**config.mk**
```make
export PLATFORM = sky130hd
export DESIGN_NAME = servo_pulse_slew_limiter_core
export DESIGN_NICKNAME = d
export VERILOG_FILES = /design/src/rtl/spsl_pkg.sv /design/src/rtl/spsl_slew.sv /design/src/rtl/servo_pulse_slew_limiter_core.sv
export SDC_FILE = /design/constraint.sdc
export NUM_CORES = 1
export LEC_CHECK = 0
export ABC_CLOCK_PERIOD_IN_PS = 11760
export BUFFER_PORTS_ARGS = -buffer_cell sky130_fd_sc_hd__buf_2
export CAP_MARGIN = 10
export CORE_AREA = 2 2 183 256
export DETAILED_ROUTE_END_ITERATION = 7
export DIE_AREA = 0 0 185 258
export HOLD_SLACK_MARGIN = 0.08
export PLACE_DENSITY = 0.73
export SETUP_SLACK_MARGIN = 0.2
export SYNTH_ARGS = -nofsm -noshare
export SYNTH_HDL_FRONTEND = slang
export SYNTH_SLANG_ARGS = --single-unit
```
**constraint.sdc**
```tcl
create_clock -name clock -period 11.76 [get_ports clock]
set_clock_uncertainty 0.05 [all_clocks]
set_input_delay 1.176 -clock clock [delete_from_list [all_inputs] [get_ports clock]]
set_output_delay 1.176 -clock clock [all_outputs]
set_load 0.1 [all_outputs]
```
**src/rtl/spsl_pkg.sv**
```systemverilog
package spsl_pkg;

   localparam int DEFAULT_NUM_CHANNELS = 6;
   localparam int MAX_CHANNELS         = 8;
   localparam int OFFSET_CHANNELS      = 6;
   localparam int FLAG_WIDTH           = 6;

   localparam int CSR_ADDR_W = 3;
   localparam int CSR_DATA_W = 48;

   localparam logic [15:0] NEUTRAL_RESET = 16'd30000;
   localparam logic [7:0]  GAIN_RESET    = 8'd142;
   localparam logic [14:0] SLEW_RESET    = 15'd724;

   // The step is floor(gain * speed / 50). The product is halved first and then
   // divided by 25 through a reciprocal multiplication that is exact for every
   // halved product below 2**15.
   localparam int SPEED_DIVISOR = 50;
   localparam int HALF_DIVISOR  = SPEED_DIVISOR / 2;
   localparam int RECIP_SHIFT   = 20;
   localparam int RECIP_FACTOR  = (2 ** RECIP_SHIFT + HALF_DIVISOR - 1) / HALF_DIVISOR;

   typedef enum logic [CSR_ADDR_W-1:0] {
      CSR_NEUTRAL_COUNT  = 3'd0,
      CSR_GAIN_PER_UNIT  = 3'd1,
      CSR_MAX_SLEW       = 3'd2,
      CSR_DIRECTION_MASK = 3'd3,
      CSR_OFFSET_TABLE   = 3'd4
   } csr_index_type;

   typedef struct packed {
      logic [15:0] next_compare;
      logic        locked;
   } slew_result_type;

endpackage

```
**src/rtl/spsl_slew.sv**
```systemverilog
module spsl_slew (
   input  logic [15:0]              wanted,
   input  logic [14:0]              step,
   input  logic [15:0]              current,
   output spsl_pkg::slew_result_type result
);
   import spsl_pkg::*;

   logic [15:0]        diff_u;
   logic signed [16:0] diff_s;
   logic signed [16:0] step_s;

   // The distance is read as a signed 16-bit value so the compare moves the short way round.
   assign diff_u = wanted - current;
   assign diff_s = signed'({diff_u[15], diff_u});
   assign step_s = signed'({2'b00, step});

   always_comb begin
      if (diff_s > step_s) begin
         result.next_compare = current + {1'b0, step};
         result.locked       = 1'b0;
      end else if (diff_s < -step_s) begin
         result.next_compare = current - {1'b0, step};
         result.locked       = 1'b0;
      end else begin
         result.next_compare = wanted;
         result.locked       = 1'b1;
      end
   end

endmodule

```
**src/rtl/servo_pulse_slew_limiter_core.sv**
```systemverilog
// Channel   Direction  Handshake              Payload
// req_      in         req_tvalid/req_tready  tdata: channel, target_position, speed_setting
// rsp_      out        rsp_tvalid/rsp_tready  tdata: compare_value, locked, lock_flags
// csr_      in         csr_we                 csr_addr, csr_wdata
//
// One beat is accepted in every cycle while no stage stalls; each request passes the a, b and
// c stage registers before its result is registered in the output register.
// The channel's stored compare value is read and rewritten in the last stage, so
// consecutive beats for the same channel see each other's updates.
// Reset clears the stages, loads the register defaults and sets every channel to 30000.
// A stalled result holds its stage; earlier stages keep filling any empty slots.
module servo_pulse_slew_limiter_core #(
   parameter int NUM_CHANNELS = spsl_pkg::DEFAULT_NUM_CHANNELS
) (
   input  logic                             clock,
   input  logic                             reset,
   input  logic                             req_tvalid,
   output logic                             req_tready,
   // channel [2:0], target_position [10:3], speed_setting [18:11], zero [23:19]
   input  logic [23:0]                      req_tdata,
   output logic                             rsp_tvalid,
   input  logic                             rsp_tready,
   // compare_value [15:0], locked [16], lock_flags [22:17], zero [23]
   output logic [23:0]                      rsp_tdata,
   input  logic                             csr_we,
   input  logic [spsl_pkg::CSR_ADDR_W-1:0]  csr_addr,
   input  logic [spsl_pkg::CSR_DATA_W-1:0]  csr_wdata
);
   import spsl_pkg::*;

   logic [15:0] neutral_ff;
   logic [7:0]  gain_ff;
   logic [14:0] slew_ff;
   logic [5:0]  direction_ff;
   logic [47:0] offset_ff;

   logic        a_valid_ff;
   logic [2:0]  a_channel_ff;
   logic [7:0]  a_position_ff;
   logic [7:0]  a_speed_ff;

   logic        b_valid_ff;
   logic [2:0]  b_channel_ff;
   logic [15:0] b_term_ff;
   logic        b_invert_ff;
   logic [15:0] b_product_ff;

   logic        c_valid_ff;
   logic [2:0]  c_channel_ff;
   logic [15:0] c_wanted_ff;
   logic [14:0] c_step_ff;

   logic        rsp_valid_ff;
   logic [15:0] rsp_compare_ff;
   logic        rsp_locked_ff;
   logic [5:0]  rsp_flags_ff;

   logic [15:0]             compare_ff [NUM_CHANNELS];
   logic [NUM_CHANNELS-1:0] lock_ff;
   logic [NUM_CHANNELS-1:0] lock_in;

   logic out_ok;
   logic c_ok;
   logic b_ok;
   logic a_ok;

   logic [7:0]         offset_sel;
   logic               invert_sel;
   logic signed [8:0]  sum_s;
   logic signed [17:0] term_full;
   logic [15:0]        term_in;
   logic [15:0]        product_in;
   logic [15:0]        wanted_in;
   logic [30:0]        recip_product;
   logic [10:0]        quotient;
   logic [14:0]        step_in;
   logic [15:0]        current_sel;
   logic               in_range;
   slew_result_type    slew;
   logic [MAX_CHANNELS-1:0] lock_pad;

   assign out_ok     = !rsp_valid_ff || rsp_tready;
   assign c_ok       = !c_valid_ff || out_ok;
   assign b_ok       = !b_valid_ff || c_ok;
   assign a_ok       = !a_valid_ff || b_ok;
   assign req_tready = a_ok;

   always_ff @(posedge clock) begin
      if (reset) begin
         neutral_ff   <= NEUTRAL_RESET;
         gain_ff      <= GAIN_RESET;
         slew_ff      <= SLEW_RESET;
         direction_ff <= '0;
         offset_ff    <= '0;
      end else if (csr_we) begin
         unique case (csr_addr)
            CSR_NEUTRAL_COUNT:  neutral_ff   <= csr_wdata[15:0];
            CSR_GAIN_PER_UNIT:  gain_ff      <= csr_wdata[7:0];
            CSR_MAX_SLEW:       slew_ff      <= csr_wdata[14:0];
            CSR_DIRECTION_MASK: direction_ff <= csr_wdata[5:0];
            CSR_OFFSET_TABLE:   offset_ff    <= csr_wdata[47:0];
            default: ;
         endcase
      end
   end

   always_comb begin
      offset_sel = '0;
      invert_sel = 1'b0;
      for (int i = 0; i < OFFSET_CHANNELS; i++) begin
         if (a_channel_ff == 3'(i)) begin
            offset_sel = offset_ff[8*i +: 8];
            invert_sel = direction_ff[i];
         end
      end
   end

   assign sum_s      = signed'({offset_sel[7], offset_sel})
                     + signed'({a_position_ff[7], a_position_ff});
   assign term_full  = signed'({1'b0, gain_ff}) * sum_s;
   assign term_in    = term_full[15:0];
   assign product_in = gain_ff * a_speed_ff;

   assign wanted_in     = neutral_ff + (b_invert_ff ? -b_term_ff : b_term_ff);
   assign recip_product = 31'(b_product_ff[15:1]) * 31'(RECIP_FACTOR);
   assign quotient      = recip_product[RECIP_SHIFT +: 11];
   assign step_in       = ({4'b0000, quotient} > slew_ff) ? slew_ff : {4'b0000, quotient};

   always_comb begin
      current_sel = '0;
      for (int i = 0; i < NUM_CHANNELS; i++) begin
         if (c_channel_ff == 3'(i)) begin
            current_sel = compare_ff[i];
         end
      end
   end

   assign in_range = {1'b0, c_channel_ff} < 4'(NUM_CHANNELS);

   spsl_slew u_slew (
      .wanted  (c_wanted_ff),
      .step    (c_step_ff),
      .current (current_sel),
      .result  (slew)
   );

   always_comb begin
      lock_in = lock_ff;
      for (int i = 0; i < NUM_CHANNELS; i++) begin
         if (c_channel_ff == 3'(i)) begin
            lock_in[i] = slew.locked;
         end
      end
   end

   assign lock_pad = MAX_CHANNELS'(lock_in);

   always_ff @(posedge clock) begin
      if (reset) begin
         a_valid_ff   <= 1'b0;
         b_valid_ff   <= 1'b0;
         c_valid_ff   <= 1'b0;
         rsp_valid_ff <= 1'b0;
         lock_ff      <= '0;
         for (int i = 0; i < NUM_CHANNELS; i++) begin
            compare_ff[i] <= NEUTRAL_RESET;
         end
      end else begin
         if (a_ok) begin
            a_valid_ff <= req_tvalid;
         end
         if (b_ok) begin
            b_valid_ff <= a_valid_ff;
         end
         if (c_ok) begin
            c_valid_ff <= b_valid_ff;
         end
         if (out_ok) begin
            rsp_valid_ff <= c_valid_ff;
            if (c_valid_ff && in_range) begin
               lock_ff <= lock_in;
               for (int i = 0; i < NUM_CHANNELS; i++) begin
                  if (c_channel_ff == 3'(i)) begin
                     compare_ff[i] <= slew.next_compare;
                  end
               end
            end
         end
      end
   end

   // An out-of-range channel matches no lock bit, so the flags then show the held bits.
   always_ff @(posedge clock) begin
      if (a_ok) begin
         a_channel_ff  <= req_tdata[2:0];
         a_position_ff <= req_tdata[10:3];
         a_speed_ff    <= req_tdata[18:11];
      end
      if (b_ok) begin
         b_channel_ff <= a_channel_ff;
         b_term_ff    <= term_in;
         b_invert_ff  <= invert_sel;
         b_product_ff <= product_in;
      end
      if (c_ok) begin
         c_channel_ff <= b_channel_ff;
         c_wanted_ff  <= wanted_in;
         c_step_ff    <= step_in;
      end
      if (out_ok) begin
         rsp_flags_ff <= lock_pad[FLAG_WIDTH-1:0];
         if (in_range) begin
            rsp_compare_ff <= slew.next_compare;
            rsp_locked_ff  <= slew.locked;
         end else begin
            rsp_compare_ff <= '0;
            rsp_locked_ff  <= 1'b0;
         end
      end
   end

   assign rsp_tvalid = rsp_valid_ff;
   assign rsp_tdata  = {1'b0, rsp_flags_ff, rsp_locked_ff, rsp_compare_ff};

endmodule

```
==> Yosys cells after proc, flatten, opt, wreduce, memory -nomap -nowiden <==
Memories as Yosys holds them, arrays and structs flattened.
Index checks and enable logic that the tools add are counted.
{ "totals": {"reg_bits": 215, "mem_bits_rw": 96, "input_bits": 80, "memories": 1} }
{ "classes": {"add_sub_neg": 7, "mul": 3, "magnitude_cmp": 4, "n_eq_ne": 14, "muxes": 66, "bitwise": 6, "reduce_logical": 18} }
{ "memory_table": {"columns": ["memory", "depth", "width", "rd", "rd_ports_with_merged_regs", "wr", "line_no", "text"], "rows": [
  ["compare_ff", 6, 16, 6, 0, 6, "servo_pulse_slew_limiter_core.sv:58", "logic [15:0] compare_ff [NUM_CHANNELS];"]
]} }
{ "ops": {"columns": ["operator", "count"], "rows": [
  ["$mux W16", 13],
  ["$mux W8", 6],
  ["$mux W1", 44],
  ["$mux W17", 2],
  ["$mul A15 B13 Y28 const B", 1],
  ["$eq A3 B2 Y1 const B", 6],
  ["$lt A16 B17 Y1", 1],
  ["$neg A15 Y17", 1],
  ["$add A16 B15 Y16", 1],
  ["$add A16 B16 Y16", 1],
  ["$gt A16 B16 Y1", 1],
  ["$mul A8 B8 Y16", 1],
  ["$mul A9 B9 Y16", 1],
  ["$neg A16 Y16", 1],
  ["$sub A16 B15 Y16", 1],
  ["$sub A16 B16 Y16", 1],
  ["$eq A3 B3 Y1 const B", 5],
  ["$gt A11 B15 Y1", 1],
  ["$reduce_and A2 Y1", 6],
  ["$mux W11", 1],
  ["$add A8 B8 Y9", 1],
  ["$eq A3 B1 Y1 const B", 3],
  ["$logic_not A3 Y1", 3],
  ["$or A1 B1 Y1", 6],
  ["other kinds (4)", 10]
]} }

==> Logic depth before layout (Yosys ltp) <==
Gate-level depths: netlist of the first run.
{ "depth": {"depth_word": 12, "depth_mapped": 33, "ltp_nobuf": 32} }

==> Modules after synthesis <==
From an unflattened synthesis of the first run, not the netlist that was laid out.
{ "hier_totals": {"cells_unflattened": 2518, "area_unflattened_um2": 24976.5} }
{ "modules_own_cells": {"columns": ["module", "n_inst", "cells_per_inst", "area_each_um2", "seq_area_each_um2"], "rows": [
  ["servo_pulse_slew_limiter_core", 1, 2065, 21602.0, 8277.9],
  ["spsl_slew", 1, 453, 3374.5, 0.0]
]} }

==> Worst setup path after synthesis of the first run <==
OpenSTA, ideal clock, no wires.
{ "synth_path": {"kind": "reg-to-reg", "start": "register a_channel_ff[0]", "end": "register b_term_ff[15], data pin", "setup_ns": 0.261, "t_arrival_ns": 7.107, "setup_slack_ns": 4.341, "path_stages_with_launch": 33, "n_path_buf": 1, "path_cell_list": "edfxtp_1 buf_1 nand2_1 nor2_1 a21oi_1 nor2_1 a221oi_1 ha_1 fa_1 nand3_1 nand2_1 a21oi_1 o21bai_1 a2111oi_0 a21oi_1 or2_2 fa_1 fa_1 inv_1 fa_1 fa_1 inv_1 fa_1 inv_1 ha_1 o21ai_0 a21boi_0 o21ai_0 nand2b_1 a21o_1 a21oi_1 o21ai_0 xnor2_1"} }
{ "synth_between": {"elab_chain_len": 9, "elab_cells_between_ends": 14, "cone_classes": "add/sub: 1; mul: 1; eq/ne: 5; mux: 6; reduce/logical: 1"} }
{ "synth_rtl": {"columns": ["item", "line_no", "text"], "rows": [
  ["start: declaration", "servo_pulse_slew_limiter_core.sv:38", "logic [2:0] a_channel_ff;"],
  ["start signal: assignment", "servo_pulse_slew_limiter_core.sv:195", "a_channel_ff <= req_tdata[2:0];"],
  ["$logic_not A3 Y1", "servo_pulse_slew_limiter_core.sv:111", "if (a_channel_ff == 3'(i)) begin"],
  ["$mux W8 (5 in series)", "servo_pulse_slew_limiter_core.sv:111", null],
  ["$mux W8 (*)", "servo_pulse_slew_limiter_core.sv:111", null],
  ["$add A8 B8 Y9 (*)", "servo_pulse_slew_limiter_core.sv:119", "+ signed'({a_position_ff[7], a_position_ff});"],
  ["$mul A9 B9 Y16 (*)", "servo_pulse_slew_limiter_core.sv:120", "assign term_full = signed'({1'b0, gain_ff}) * sum_s;"],
  ["named net term_full[15]", "servo_pulse_slew_limiter_core.sv:70", "logic signed [17:0] term_full;"],
  ["end signal: assignment", "servo_pulse_slew_limiter_core.sv:201", "b_term_ff <= term_in;"],
  ["end: declaration", "servo_pulse_slew_limiter_core.sv:44", "logic [15:0] b_term_ff;"]
]} }
The timed path passes the listed nets; every way through them passes the cells marked *.
A chain may end at the register's enable or synchronous reset.

==> Final worst setup path of the first run <==
{ "layout_path": {"start": "register b_product_ff[10]", "end": "register c_step_ff[5], data pin"} }
{ "layout_between": {"elab_chain_len": 3} }
{ "layout_rtl": {"columns": ["item", "line_no", "text"], "rows": [
  ["start: declaration", "servo_pulse_slew_limiter_core.sv:46", "logic [15:0] b_product_ff;"],
  ["start signal: assignment", "servo_pulse_slew_limiter_core.sv:203", "b_product_ff <= product_in;"],
  ["$mul A15 B13 Y28 (*)", "servo_pulse_slew_limiter_core.sv:125", "assign recip_product = 31'(b_product_ff[15:1]) * 31'(RECIP_FACTOR);"],
  ["$gt A11 B15 Y1", "servo_pulse_slew_limiter_core.sv:127", "assign step_in = ({4'b0000, quotient} > slew_ff) ? slew_ff : {4'b0000, quotient};"],
  ["$mux W11 (*)", "servo_pulse_slew_limiter_core.sv:127", null],
  ["named net step_in[5]", "servo_pulse_slew_limiter_core.sv:76", "logic [14:0] step_in;"],
  ["end signal: assignment", "servo_pulse_slew_limiter_core.sv:208", "c_step_ff <= step_in;"],
  ["end: declaration", "servo_pulse_slew_limiter_core.sv:51", "logic [14:0] c_step_ff;"]
]} }
Marked as above.

==> results of run 1 <==
[registers in the layout, summed over array words and instances (netlist names), 3 cells and up]
signal / flops
lock_ff: 6
direction_ff: 6
a_channel_ff: 3
a_speed_ff: 8
b_product_ff: 15
c_channel_ff: 3
a_position_ff: 8
b_term_ff: 16
gain_ff: 8
neutral_ff: 16
rsp_compare_ff: 16
c_wanted_ff: 16
rsp_flags_ff: 6
slew_ff: 15
b_channel_ff: 3
offset_ff: 48
c_step_ff: 15
compare_ff: 96
[through the flow]
step / instances / worst slack, ns / hold slack (ns) / utilization, % / cell area (µm²)
2_1_floorplan: 2544 / 4.34 / 0.350 / - / 24800
3_3_place_gp: 3193 / 3.48 / 0.353 / 56.5 / 25800
4_1_cts: 3249 / 3.41 / 0.374 / 58.8 / 26800
6_report: 3250 / 3.36 / 0.372 / 58.8 / 26800
3_5_place_dp: 3193 / 3.43 / 0.358 / 56.5 / 25800
5_1_grt: 3250 / 2.95 / 0.383 / 58.8 / 26800
[cell usage after synthesis (31+ instances only)]
cell type | instances | area share (%)
a21oi_1 | 155 | 3.1
nor2_1 | 201 | 3.0
o21ai_0 | 59 | 1.2
xnor2_1 | 77 | 2.7
and2_1 | 78 | 2.0
clkbuf_1 | 61 | 0.93
fa_1 | 153 | 12
inv_1 | 327 | 5.0
mux2i_1 | 51 | 2.1
ha_1 | 293 | 15
edfxtp_1 | 207 | 25
dfxtp_1 | 103 | 8.3
nand2_1 | 314 | 4.8
nor3_1 | 31 | 0.63
[worst max-delay path by stage]
stage | to | slack [ns]
after floorplan | b_term_ff[15]$_DFFE_PP_ | 4.34
after detailed placement | c_step_ff[5]$_DFFE_PP_ | 3.43
after CTS | c_step_ff[5]$_DFFE_PP_ | 3.41
after global routing | c_step_ff[5]$_DFFE_PP_ | 2.95
after global placement | c_step_ff[2]$_DFFE_PP_ | 3.48
final | c_step_ff[5]$_DFFE_PP_ | 3.36
[cells by family after synthesis]
family | count (synthesis)
XOR/XNOR | 90
buffers and inverters | 409
adder cells (fa/ha/maj) | 446
AO/OA/AOI/OAI | 424
AND/OR/NAND/NOR | 778
multiplexers | 82
other | 1
flip-flops | 310
[placed cells by master (no fill, tap or decap), drive strengths merged, types with 15 or more instances in the layout]
master,synthesis,final
clkbuf,61,38
a221oi,15,15
nand3,25,25
a21oi,156,156
nand2,315,315
fa,153,153
nor2,203,203
and2,78,78
nor2b,28,28
ha,293,293
a21o,21,21
inv,327,330
dfxtp,103,103
mux2,28,28
nor3,31,31
edfxtp,207,207
xnor2,77,77
o21a,16,16
nand4,16,16
nand2b,18,18
mux2i,52,52
buf,20,113
o21ai,64,64
o22ai,27,27
[routing by layer]
layer | vias to the layer above | global-route usage, % | wire length (µm)
li1 | 8782 | - | -
met1 | 8926 | 28.8 | 22400
met2 | 449 | 47.0 | 31600
met3 | 136 | 2.41 | 2080
met4 | 2 | 9.85 | 2500
met5 | - | 0 | 14
[layout make-up]
type / count / share of cell area [%]
diodes: 1 / 0.00933
clock buffers: 38 / 3.13
clock inverters: 18 / 0.774
inverters: 328 / 4.59
multi-input cells: 1825 / 55.5
flip-flops and latches: 310 / 30.9
well taps: 617 / 2.88
repair buffers: 113 / 2.25
[critical path, delay by kind of cell (launching register included)]
family | cells | cell delay [ns]
AOI/OAI and AO/OA | 8 | 3.45
xor gates and xnor gates | 1 | 0.22
adders and majority gates | 7 | 2.75
buffers and inverters | 5 | 0.48
DFF | 1 | 0.55
muxes | 1 | 0.35
and+or+nand+nor | 2 | 0.31
==> flow_summary.html, run 1 <==
<table>
<tr><th>Metric</th><th>Value</th></tr>
<tr><th colspan="2">Final layout</th></tr>
<tr><td>Area overhead of the layout relative to synthesis</td><td>8.43%</td></tr>
<tr><td>Nets</td><td>3,134</td></tr>
<tr><td>Register area</td><td>8280 µm²</td></tr>
<tr><td>Combined area of the multi-input logic cells</td><td>14,900 µm²</td></tr>
<tr><td>Ratio of cells with drive above 1 in the final layout</td><td>8.78%</td></tr>
<tr><td>Fill cell count</td><td>3,955</td></tr>
<tr><th colspan="2">Clock tree</th></tr>
<tr><td>H-tree levels</td><td>1</td></tr>
<tr><td>Clock transition at the registers of the reported paths</td><td>0.06 ns</td></tr>
<tr><td>Root buffer cell</td><td>clkbuf_16</td></tr>
<tr><td>Number of clock sinks</td><td>310</td></tr>
<tr><td>Resize count post-CTS</td><td>0</td></tr>
<tr><td>Clock Tree Buf Depth</td><td>3</td></tr>
<tr><td>Number of buffers added by the clock tree synthesis step</td><td>30</td></tr>
<tr><td>CTS tree</td><td>built</td></tr>
<tr><td>Cts hold-fix bufs</td><td>0</td></tr>
<tr><td>Latest clock arrival within the worst-skew pair</td><td>0.58 ns</td></tr>
<tr><td>Post CTS Setup Buffer Count</td><td>0</td></tr>
<tr><th colspan="2">Hold path</th></tr>
<tr><td>Hold path startpoint</td><td>b_channel_ff[2]$_DFFE_PP_</td></tr>
<tr><td>Worst min path class</td><td>register to register</td></tr>
<tr><td>Cell depth of the worst hold path</td><td>0</td></tr>
<tr><td>Worst-case hold path end point</td><td>c_channel_ff[2]$_DFFE_PP_</td></tr>
<tr><th colspan="2">Floorplanning</th></tr>
<tr><td>Number of rows in the core area</td><td>93</td></tr>
<tr><td>Starting density of the core</td><td>54.2%</td></tr>
<tr><td>Ports placed on the boundary</td><td>106</td></tr>
<tr><td>Die height</td><td>258 µm</td></tr>
<tr><td>Die boundary width</td><td>185 µm</td></tr>
<tr><td>Core outline area</td><td>45,600 µm²</td></tr>
<tr><td>Total die area</td><td>47,700 µm²</td></tr>
<tr><th colspan="2">STA</th></tr>
<tr><td>Final setup fails</td><td>0</td></tr>
<tr><td>Slew HR</td><td>29.4%</td></tr>
<tr><td>Setup repair after global routing missed its margin</td><td>no</td></tr>
<tr><td>Setup TNS</td><td>0 ns</td></tr>
<tr><td>Worst Max-Slew Pin Slew</td><td>1.06 ns</td></tr>
<tr><td>Fmax</td><td>119 MHz</td></tr>
<tr><td>Number of pins with negative max-slew slack in the final report</td><td>0</td></tr>
<tr><td>Minimum clock period after layout</td><td>8.40 ns</td></tr>
<tr><td>Final hold viol count</td><td>0</td></tr>
<tr><td>Period utilisation layout</td><td>71.4%</td></tr>
<tr><th colspan="2">Logic synthesis</th></tr>
<tr><td>Flip-flop cell with the highest count after synthesis</td><td>edfxtp_1</td></tr>
<tr><td>Post-synthesis mux area share</td><td>3.61%</td></tr>
<tr><td>Ys async rst share</td><td>0%</td></tr>
<tr><td>Count of mapped cells out of synthesis</td><td>2,540</td></tr>
<tr><td>Number of synthesized flops with an enable pin</td><td>207</td></tr>
<tr><td>Adder-cell share of the synthesized area</td><td>27.2%</td></tr>
<tr><td>Fraction of the yosys area taken by sequential cells</td><td>33.5%</td></tr>
<tr><td>FF+latch count, synth</td><td>310</td></tr>
<tr><td>Share of the synthesized area in compound gates (AO/OA/AOI/OAI)</td><td>11.6%</td></tr>
<tr><td>Mean Syn Cell Area</td><td>9.74 µm²</td></tr>
<tr><td>Largest family of logic cells by synthesized area</td><td>adder cells</td></tr>
<tr><td>Unique cell type count in the Yosys netlist</td><td>88</td></tr>
<tr><td>Simple logic cell fraction of the synthesized area</td><td>14.6%</td></tr>
<tr><td>Synthesis Warnings</td><td>0</td></tr>
<tr><td>Cell Area, Synth</td><td>24,700 µm²</td></tr>
<tr><td>Xor-xnor portion of the synthesized cell area</td><td>3.19%</td></tr>
<tr><th colspan="2">Detailed routing</th></tr>
<tr><td>Wirelength per Cell</td><td>18.0 µm</td></tr>
<tr><td>Post-Route WL</td><td>58,600 µm</td></tr>
<tr><td>Post-DRT Antenna Nets</td><td>0</td></tr>
<tr><td>Remaining routing DRC violations</td><td>0</td></tr>
<tr><td>Number of optimization iterations in the first detailed-route pass</td><td>7</td></tr>
<tr><td>Per-cell via count in the routed design</td><td>5.63</td></tr>
<tr><td>Violation count after the first detailed-routing iteration</td><td>1,010</td></tr>
<tr><td>Vias</td><td>18,295</td></tr>
<tr><th colspan="2">Placement</th></tr>
<tr><td>Hpwl dp</td><td>45,800 µm</td></tr>
<tr><td>Count of input and output buffers</td><td>99</td></tr>
<tr><td>Final weighted congestion in routability-driven placement</td><td>0.941</td></tr>
<tr><th colspan="2">Setup path</th></tr>
<tr><td>Arrival time at the worst endpoint</td><td>8.68 ns</td></tr>
<tr><td>Flop-to-flop setup slack</td><td>3.36 ns</td></tr>
<tr><td>Stage delay of the slowest cell on the critical path</td><td>0.86 ns</td></tr>
<tr><td>Required time at the endpoint of the critical path</td><td>12.04 ns</td></tr>
<tr><td>Path depth of the worst reg2reg path</td><td>24</td></tr>
<tr><td>Kind of critical path</td><td>register to register</td></tr>
<tr><td>Critical Path Start</td><td>b_product_ff[10]$_DFFE_PP_</td></tr>
<tr><td>Reg2reg end</td><td>c_step_ff[5]$_DFFE_PP_</td></tr>
<tr><td>Cell Chain, Critical Path</td><td>ha_1 -&gt; inv_1 -&gt; fa_1 -&gt; fa_1 -&gt; inv_1 -&gt; ha_1 -&gt; inv_1 -&gt; fa_1 -&gt; inv_1 -&gt; ha_1 -&gt; a211oi_1 -&gt; nand2_1 -&gt; a2111oi_0 -&gt; o21ai_0 -&gt; a31o_2 -&gt; o41ai_1 -&gt; o21bai_1 -&gt; xnor2_1 -&gt; ha_1 -&gt; and3_1 -&gt; a221o_1 -&gt; o21ai_0 -&gt; buf_4 -&gt; mux2_2</td></tr>
<tr><td>Crit path capture type</td><td>register</td></tr>
<tr><td>Maximum fanout encountered on the critical timing path</td><td>6</td></tr>
<tr><td>FF-to-FF Start</td><td>b_product_ff[10]$_DFFE_PP_</td></tr>
<tr><td>CP Launch Type</td><td>register</td></tr>
<tr><td>Crit path max-delay cell type</td><td>a2111oi_0</td></tr>
<tr><th colspan="2">GRT</th></tr>
<tr><td>Residual overflow from global routing</td><td>0</td></tr>
<tr><td>First-pass GRT wire length</td><td>95,400 µm</td></tr>
<tr><td>Number of antenna violations at the first check in global routing</td><td>2</td></tr>
<tr><td>Maximum number of pins on one net before global-route repair</td><td>102</td></tr>
<tr><td>Vias in the first global route</td><td>19,110</td></tr>
<tr><td>Total GRT Usage</td><td>25.0%</td></tr>
<tr><th colspan="2">Job</th></tr>
<tr><td>Max-cap check violation count</td><td>0</td></tr>
<tr><th colspan="2">Run status</th></tr>
<tr><td>Run status</td><td>finished, final reports clean</td></tr>
</table>
Power of run 1 is not shown: default switching activity piles up to over one toggle a cycle in this logic, so the estimate is an artifact.
==> inputs of run 2 (changes only) <==
--- a/config.mk
+++ b/config.mk
@@ -5,14 +5,14 @@
 export SDC_FILE = /design/constraint.sdc
 export NUM_CORES = 1
 export LEC_CHECK = 0
-export ABC_CLOCK_PERIOD_IN_PS = 11760
+export ABC_CLOCK_PERIOD_IN_PS = 7000
 export BUFFER_PORTS_ARGS = -buffer_cell sky130_fd_sc_hd__buf_2
 export CAP_MARGIN = 10
 export CORE_AREA = 2 2 183 256
 export DETAILED_ROUTE_END_ITERATION = 7
 export DIE_AREA = 0 0 185 258
 export HOLD_SLACK_MARGIN = 0.08
-export PLACE_DENSITY = 0.73
+export PLACE_DENSITY = 0.76
 export SETUP_SLACK_MARGIN = 0.2
 export SYNTH_ARGS = -nofsm -noshare
 export SYNTH_HDL_FRONTEND = slang
==> constraint.sdc (replaced) <==
create_clock -name clock -period 7 [get_ports clock]
set_clock_uncertainty 0.05 [all_clocks]
set_input_delay 0.7 -clock clock [delete_from_list [all_inputs] [get_ports clock]]
set_output_delay 0.7 -clock clock [all_outputs]
set_load 0.1 [all_outputs]
==> run 2 against run 1 <==
Core utilization rose by 3.2 points. Final cell count rose by 3.4%. Sequential cell count stayed put. Critical path depth increased by 7. Worst setup slack got worse by 3.1 ns. Sequential share of layout area is 1.6 points lower. Maximum frequency rose by 24%. Die area did not move. Routed wire length grew 4.8%. Via count rose by 3.6%. Design area rose by 5.5%.
==> flow_summary.html, run 2 (same netlist as run 1, synthesis figures left out) <==
<table>
<tr><th>Metric</th><th>Value</th></tr>
<tr><th colspan="2">Run status</th></tr>
<tr><td>Run status</td><td>finished, final reports clean</td></tr>
<tr><th colspan="2">STA</th></tr>
<tr><td>Final setup fails</td><td>0</td></tr>
<tr><td>Fmax</td><td>147 MHz</td></tr>
<tr><td>Setup repair after global routing missed its margin</td><td>yes</td></tr>
<tr><td>Worst slack on hold paths</td><td>0.234 ns</td></tr>
<tr><td>Final hold viol count</td><td>0</td></tr>
<tr><td>Setup slack of the critical path after layout</td><td>0.218 ns</td></tr>
<tr><td>Setup TNS</td><td>0 ns</td></tr>
<tr><td>Minimum clock period after layout</td><td>6.78 ns</td></tr>
<tr><td>Number of pins with negative max-slew slack in the final report</td><td>0</td></tr>
<tr><td>Period utilisation layout</td><td>96.9%</td></tr>
<tr><td>Worst Max-Slew Pin Slew</td><td>1.07 ns</td></tr>
<tr><td>Slew HR</td><td>28.8%</td></tr>
<tr><th colspan="2">Clock tree</th></tr>
<tr><td>CTS tree</td><td>built</td></tr>
<tr><td>Clock Tree Buf Depth</td><td>3</td></tr>
<tr><td>Root buffer cell</td><td>clkbuf_16</td></tr>
<tr><td>Clock transition at the registers of the reported paths</td><td>0.07 ns</td></tr>
<tr><td>Number of buffers added by the clock tree synthesis step</td><td>31</td></tr>
<tr><td>H-tree levels</td><td>1</td></tr>
<tr><td>Cts hold-fix bufs</td><td>0</td></tr>
<tr><td>Latest clock arrival within the worst-skew pair</td><td>0.59 ns</td></tr>
<tr><td>Number of clock sinks</td><td>310</td></tr>
<tr><th colspan="2">Job</th></tr>
<tr><td>Max-cap check violation count</td><td>0</td></tr>
<tr><th colspan="2">Detailed routing</th></tr>
<tr><td>Post-Route WL</td><td>61,400 µm</td></tr>
<tr><td>Post-DRT Antenna Nets</td><td>0</td></tr>
<tr><td>Per-cell via count in the routed design</td><td>5.64</td></tr>
<tr><td>Number of optimization iterations in the first detailed-route pass</td><td>5</td></tr>
<tr><td>Vias</td><td>18,949</td></tr>
<tr><td>Remaining routing DRC violations</td><td>0</td></tr>
<tr><td>Wirelength per Cell</td><td>18.3 µm</td></tr>
<tr><td>Violation count after the first detailed-routing iteration</td><td>980</td></tr>
<tr><th colspan="2">Hold path</th></tr>
<tr><td>Worst-case hold path end point</td><td>a_position_ff[7]$_DFFE_PP_</td></tr>
<tr><td>Hold path startpoint</td><td>req_tdata[10]</td></tr>
<tr><td>Cell depth of the worst hold path</td><td>1</td></tr>
<tr><td>Worst min path class</td><td>input port to register</td></tr>
<tr><th colspan="2">Placement</th></tr>
<tr><td>Final weighted congestion in routability-driven placement</td><td>0.941</td></tr>
<tr><td>Count of input and output buffers</td><td>99</td></tr>
<tr><td>Hpwl dp</td><td>46,900 µm</td></tr>
<tr><td>Post-placement setup slack</td><td>-0.0954 ns</td></tr>
<tr><th colspan="2">Setup path</th></tr>
<tr><td>Path depth of the worst reg2reg path</td><td>31</td></tr>
<tr><td>Maximum fanout encountered on the critical timing path</td><td>5</td></tr>
<tr><td>Stage delay of the slowest cell on the critical path</td><td>0.52 ns</td></tr>
<tr><td>CP Launch Type</td><td>register</td></tr>
<tr><td>Arrival time at the worst endpoint</td><td>7.07 ns</td></tr>
<tr><td>Required time at the endpoint of the critical path</td><td>7.29 ns</td></tr>
<tr><td>Reg2reg end</td><td>b_term_ff[14]$_DFFE_PP_</td></tr>
<tr><td>Flop-to-flop setup slack</td><td>0.22 ns</td></tr>
<tr><td>Cell seen most often among critical-path stages</td><td>fa_1</td></tr>
<tr><td>Crit path max-delay cell type</td><td>mux4_2</td></tr>
<tr><td>Kind of critical path</td><td>register to register</td></tr>
<tr><td>FF-to-FF Start</td><td>a_channel_ff[0]$_DFFE_PP_</td></tr>
<tr><td>Crit path capture type</td><td>register</td></tr>
<tr><th colspan="2">Final layout</th></tr>
<tr><td>Nets</td><td>3,245</td></tr>
<tr><td>Most flop-heavy register</td><td>compare_ff</td></tr>
<tr><td>Flip-flop count of the largest register after layout</td><td>96</td></tr>
<tr><td>Registers with the most flip-flops</td><td>compare_ff: 96 flops, offset_ff: 48 flops</td></tr>
<tr><td>Final Core Density</td><td>62.1%</td></tr>
<tr><td>Commonest non-fill, non-tap cell in the layout</td><td>inv_1</td></tr>
<tr><td>Area overhead of the layout relative to synthesis</td><td>14.4%</td></tr>
<tr><td>Ratio of cells with drive above 1 in the final layout</td><td>15.3%</td></tr>
<tr><td>Commonest cells after routing, fill and taps aside</td><td>319 x inv_1, 310 x nand2_1, 275 x ha_1</td></tr>
<tr><th colspan="2">Floorplanning</th></tr>
<tr><td>Die boundary width</td><td>185 µm</td></tr>
<tr><td>Total die area</td><td>47,700 µm²</td></tr>
<tr><td>Number of rows in the core area</td><td>93</td></tr>
<tr><td>Core outline area</td><td>45,600 µm²</td></tr>
<tr><td>Ports placed on the boundary</td><td>106</td></tr>
<tr><td>Starting density of the core</td><td>54.2%</td></tr>
<tr><td>Die height</td><td>258 µm</td></tr>
<tr><th colspan="2">GRT</th></tr>
<tr><td>Number of antenna violations at the first check in global routing</td><td>2</td></tr>
<tr><td>Maximum number of pins on one net before global-route repair</td><td>103</td></tr>
<tr><td>First-pass GRT wire length</td><td>98,700 µm</td></tr>
<tr><td>Vias in the first global route</td><td>19,907</td></tr>
<tr><td>Total GRT Usage</td><td>25.9%</td></tr>
<tr><td>Residual overflow from global routing</td><td>0</td></tr>
</table>
[run 2: cell count changes in the layout (fill, tap and decap cells not counted), moves of 6 or more]
cell and delta:
a21oi_1 -12, a21oi_2 +11, buf_4 +92, buf_6 +12
ha_1 -18, ha_4 +13, inv_1 -8, inv_2 +7
mux2_2 -6, mux2_4 +6, o21ai_0 -10
[run 2: worst max path at each step]
stage	start	end	slack, ns	depth (start not counted)
after CTS	b_product_ff[9]$_DFFE_PP_	c_step_ff[4]$_DFFE_PP_	0.19	29
after detailed placement	a_channel_ff[0]$_DFFE_PP_	b_term_ff[15]$_DFFE_PP_	-0.1	31
after global routing	a_channel_ff[0]$_DFFE_PP_	b_term_ff[14]$_DFFE_PP_	-0.05	32
after floorplan	a_channel_ff[0]$_DFFE_PP_	b_term_ff[15]$_DFFE_PP_	0.09	31
after global placement	a_channel_ff[0]$_DFFE_PP_	b_term_ff[15]$_DFFE_PP_	0.01	32
final	a_channel_ff[0]$_DFFE_PP_	b_term_ff[14]$_DFFE_PP_	0.22	31
[run 2: what timing repair did]
item,in CTS,in global routing
gates resized for setup,45,81
endpoints found under the setup margin,15,112
buffers inserted,16,25
pin swaps,25,48
cloned,3,0
[run 2: through the flow]
| stage | std cells | instance area [µm²] |
|---|---|---|
| 5_1_grt | 3362 | 28300 |
| 6_report | 3362 | 28300 |
| 3_3_place_gp | 3259 | 26300 |
| 4_1_cts | 3336 | 27600 |
| 3_5_place_dp | 3259 | 26300 |
| 2_1_floorplan | 2544 | 24800 |
[run 2: area by class of cell]
class,count,area (µm²)
clock buffer,45,913
timing repair inverter,1,7.51
timing repair buffer,222,1530
inverter,328,1230
multi-input combinational,1825,15400
fill,3636,17300
antenna,1,2.50
sequential,310,8280
clock inverter,13,140
tap,617,772
[run 2: critical path: cells and delay by family, from the launching register on]
kind            cells  cell delay, ns
buf+inv             7            0.58
flops               1            0.40
simple gates        2            0.20
xor+xnor            2            0.26
compound gates     12            1.47
fa+ha+maj           7            3.01
mux                 1            0.52
[run 2: layer usage]
metal	vias up	track usage (%)	part of all wire, %
li1	9006	-	-
met1	9270	29.2	38
met2	493	48.8	53
met3	178	2.54	4.0
met4	2	11.9	4.8
met5	-	0	0.018
Power of run 2 is left out for the same reason.
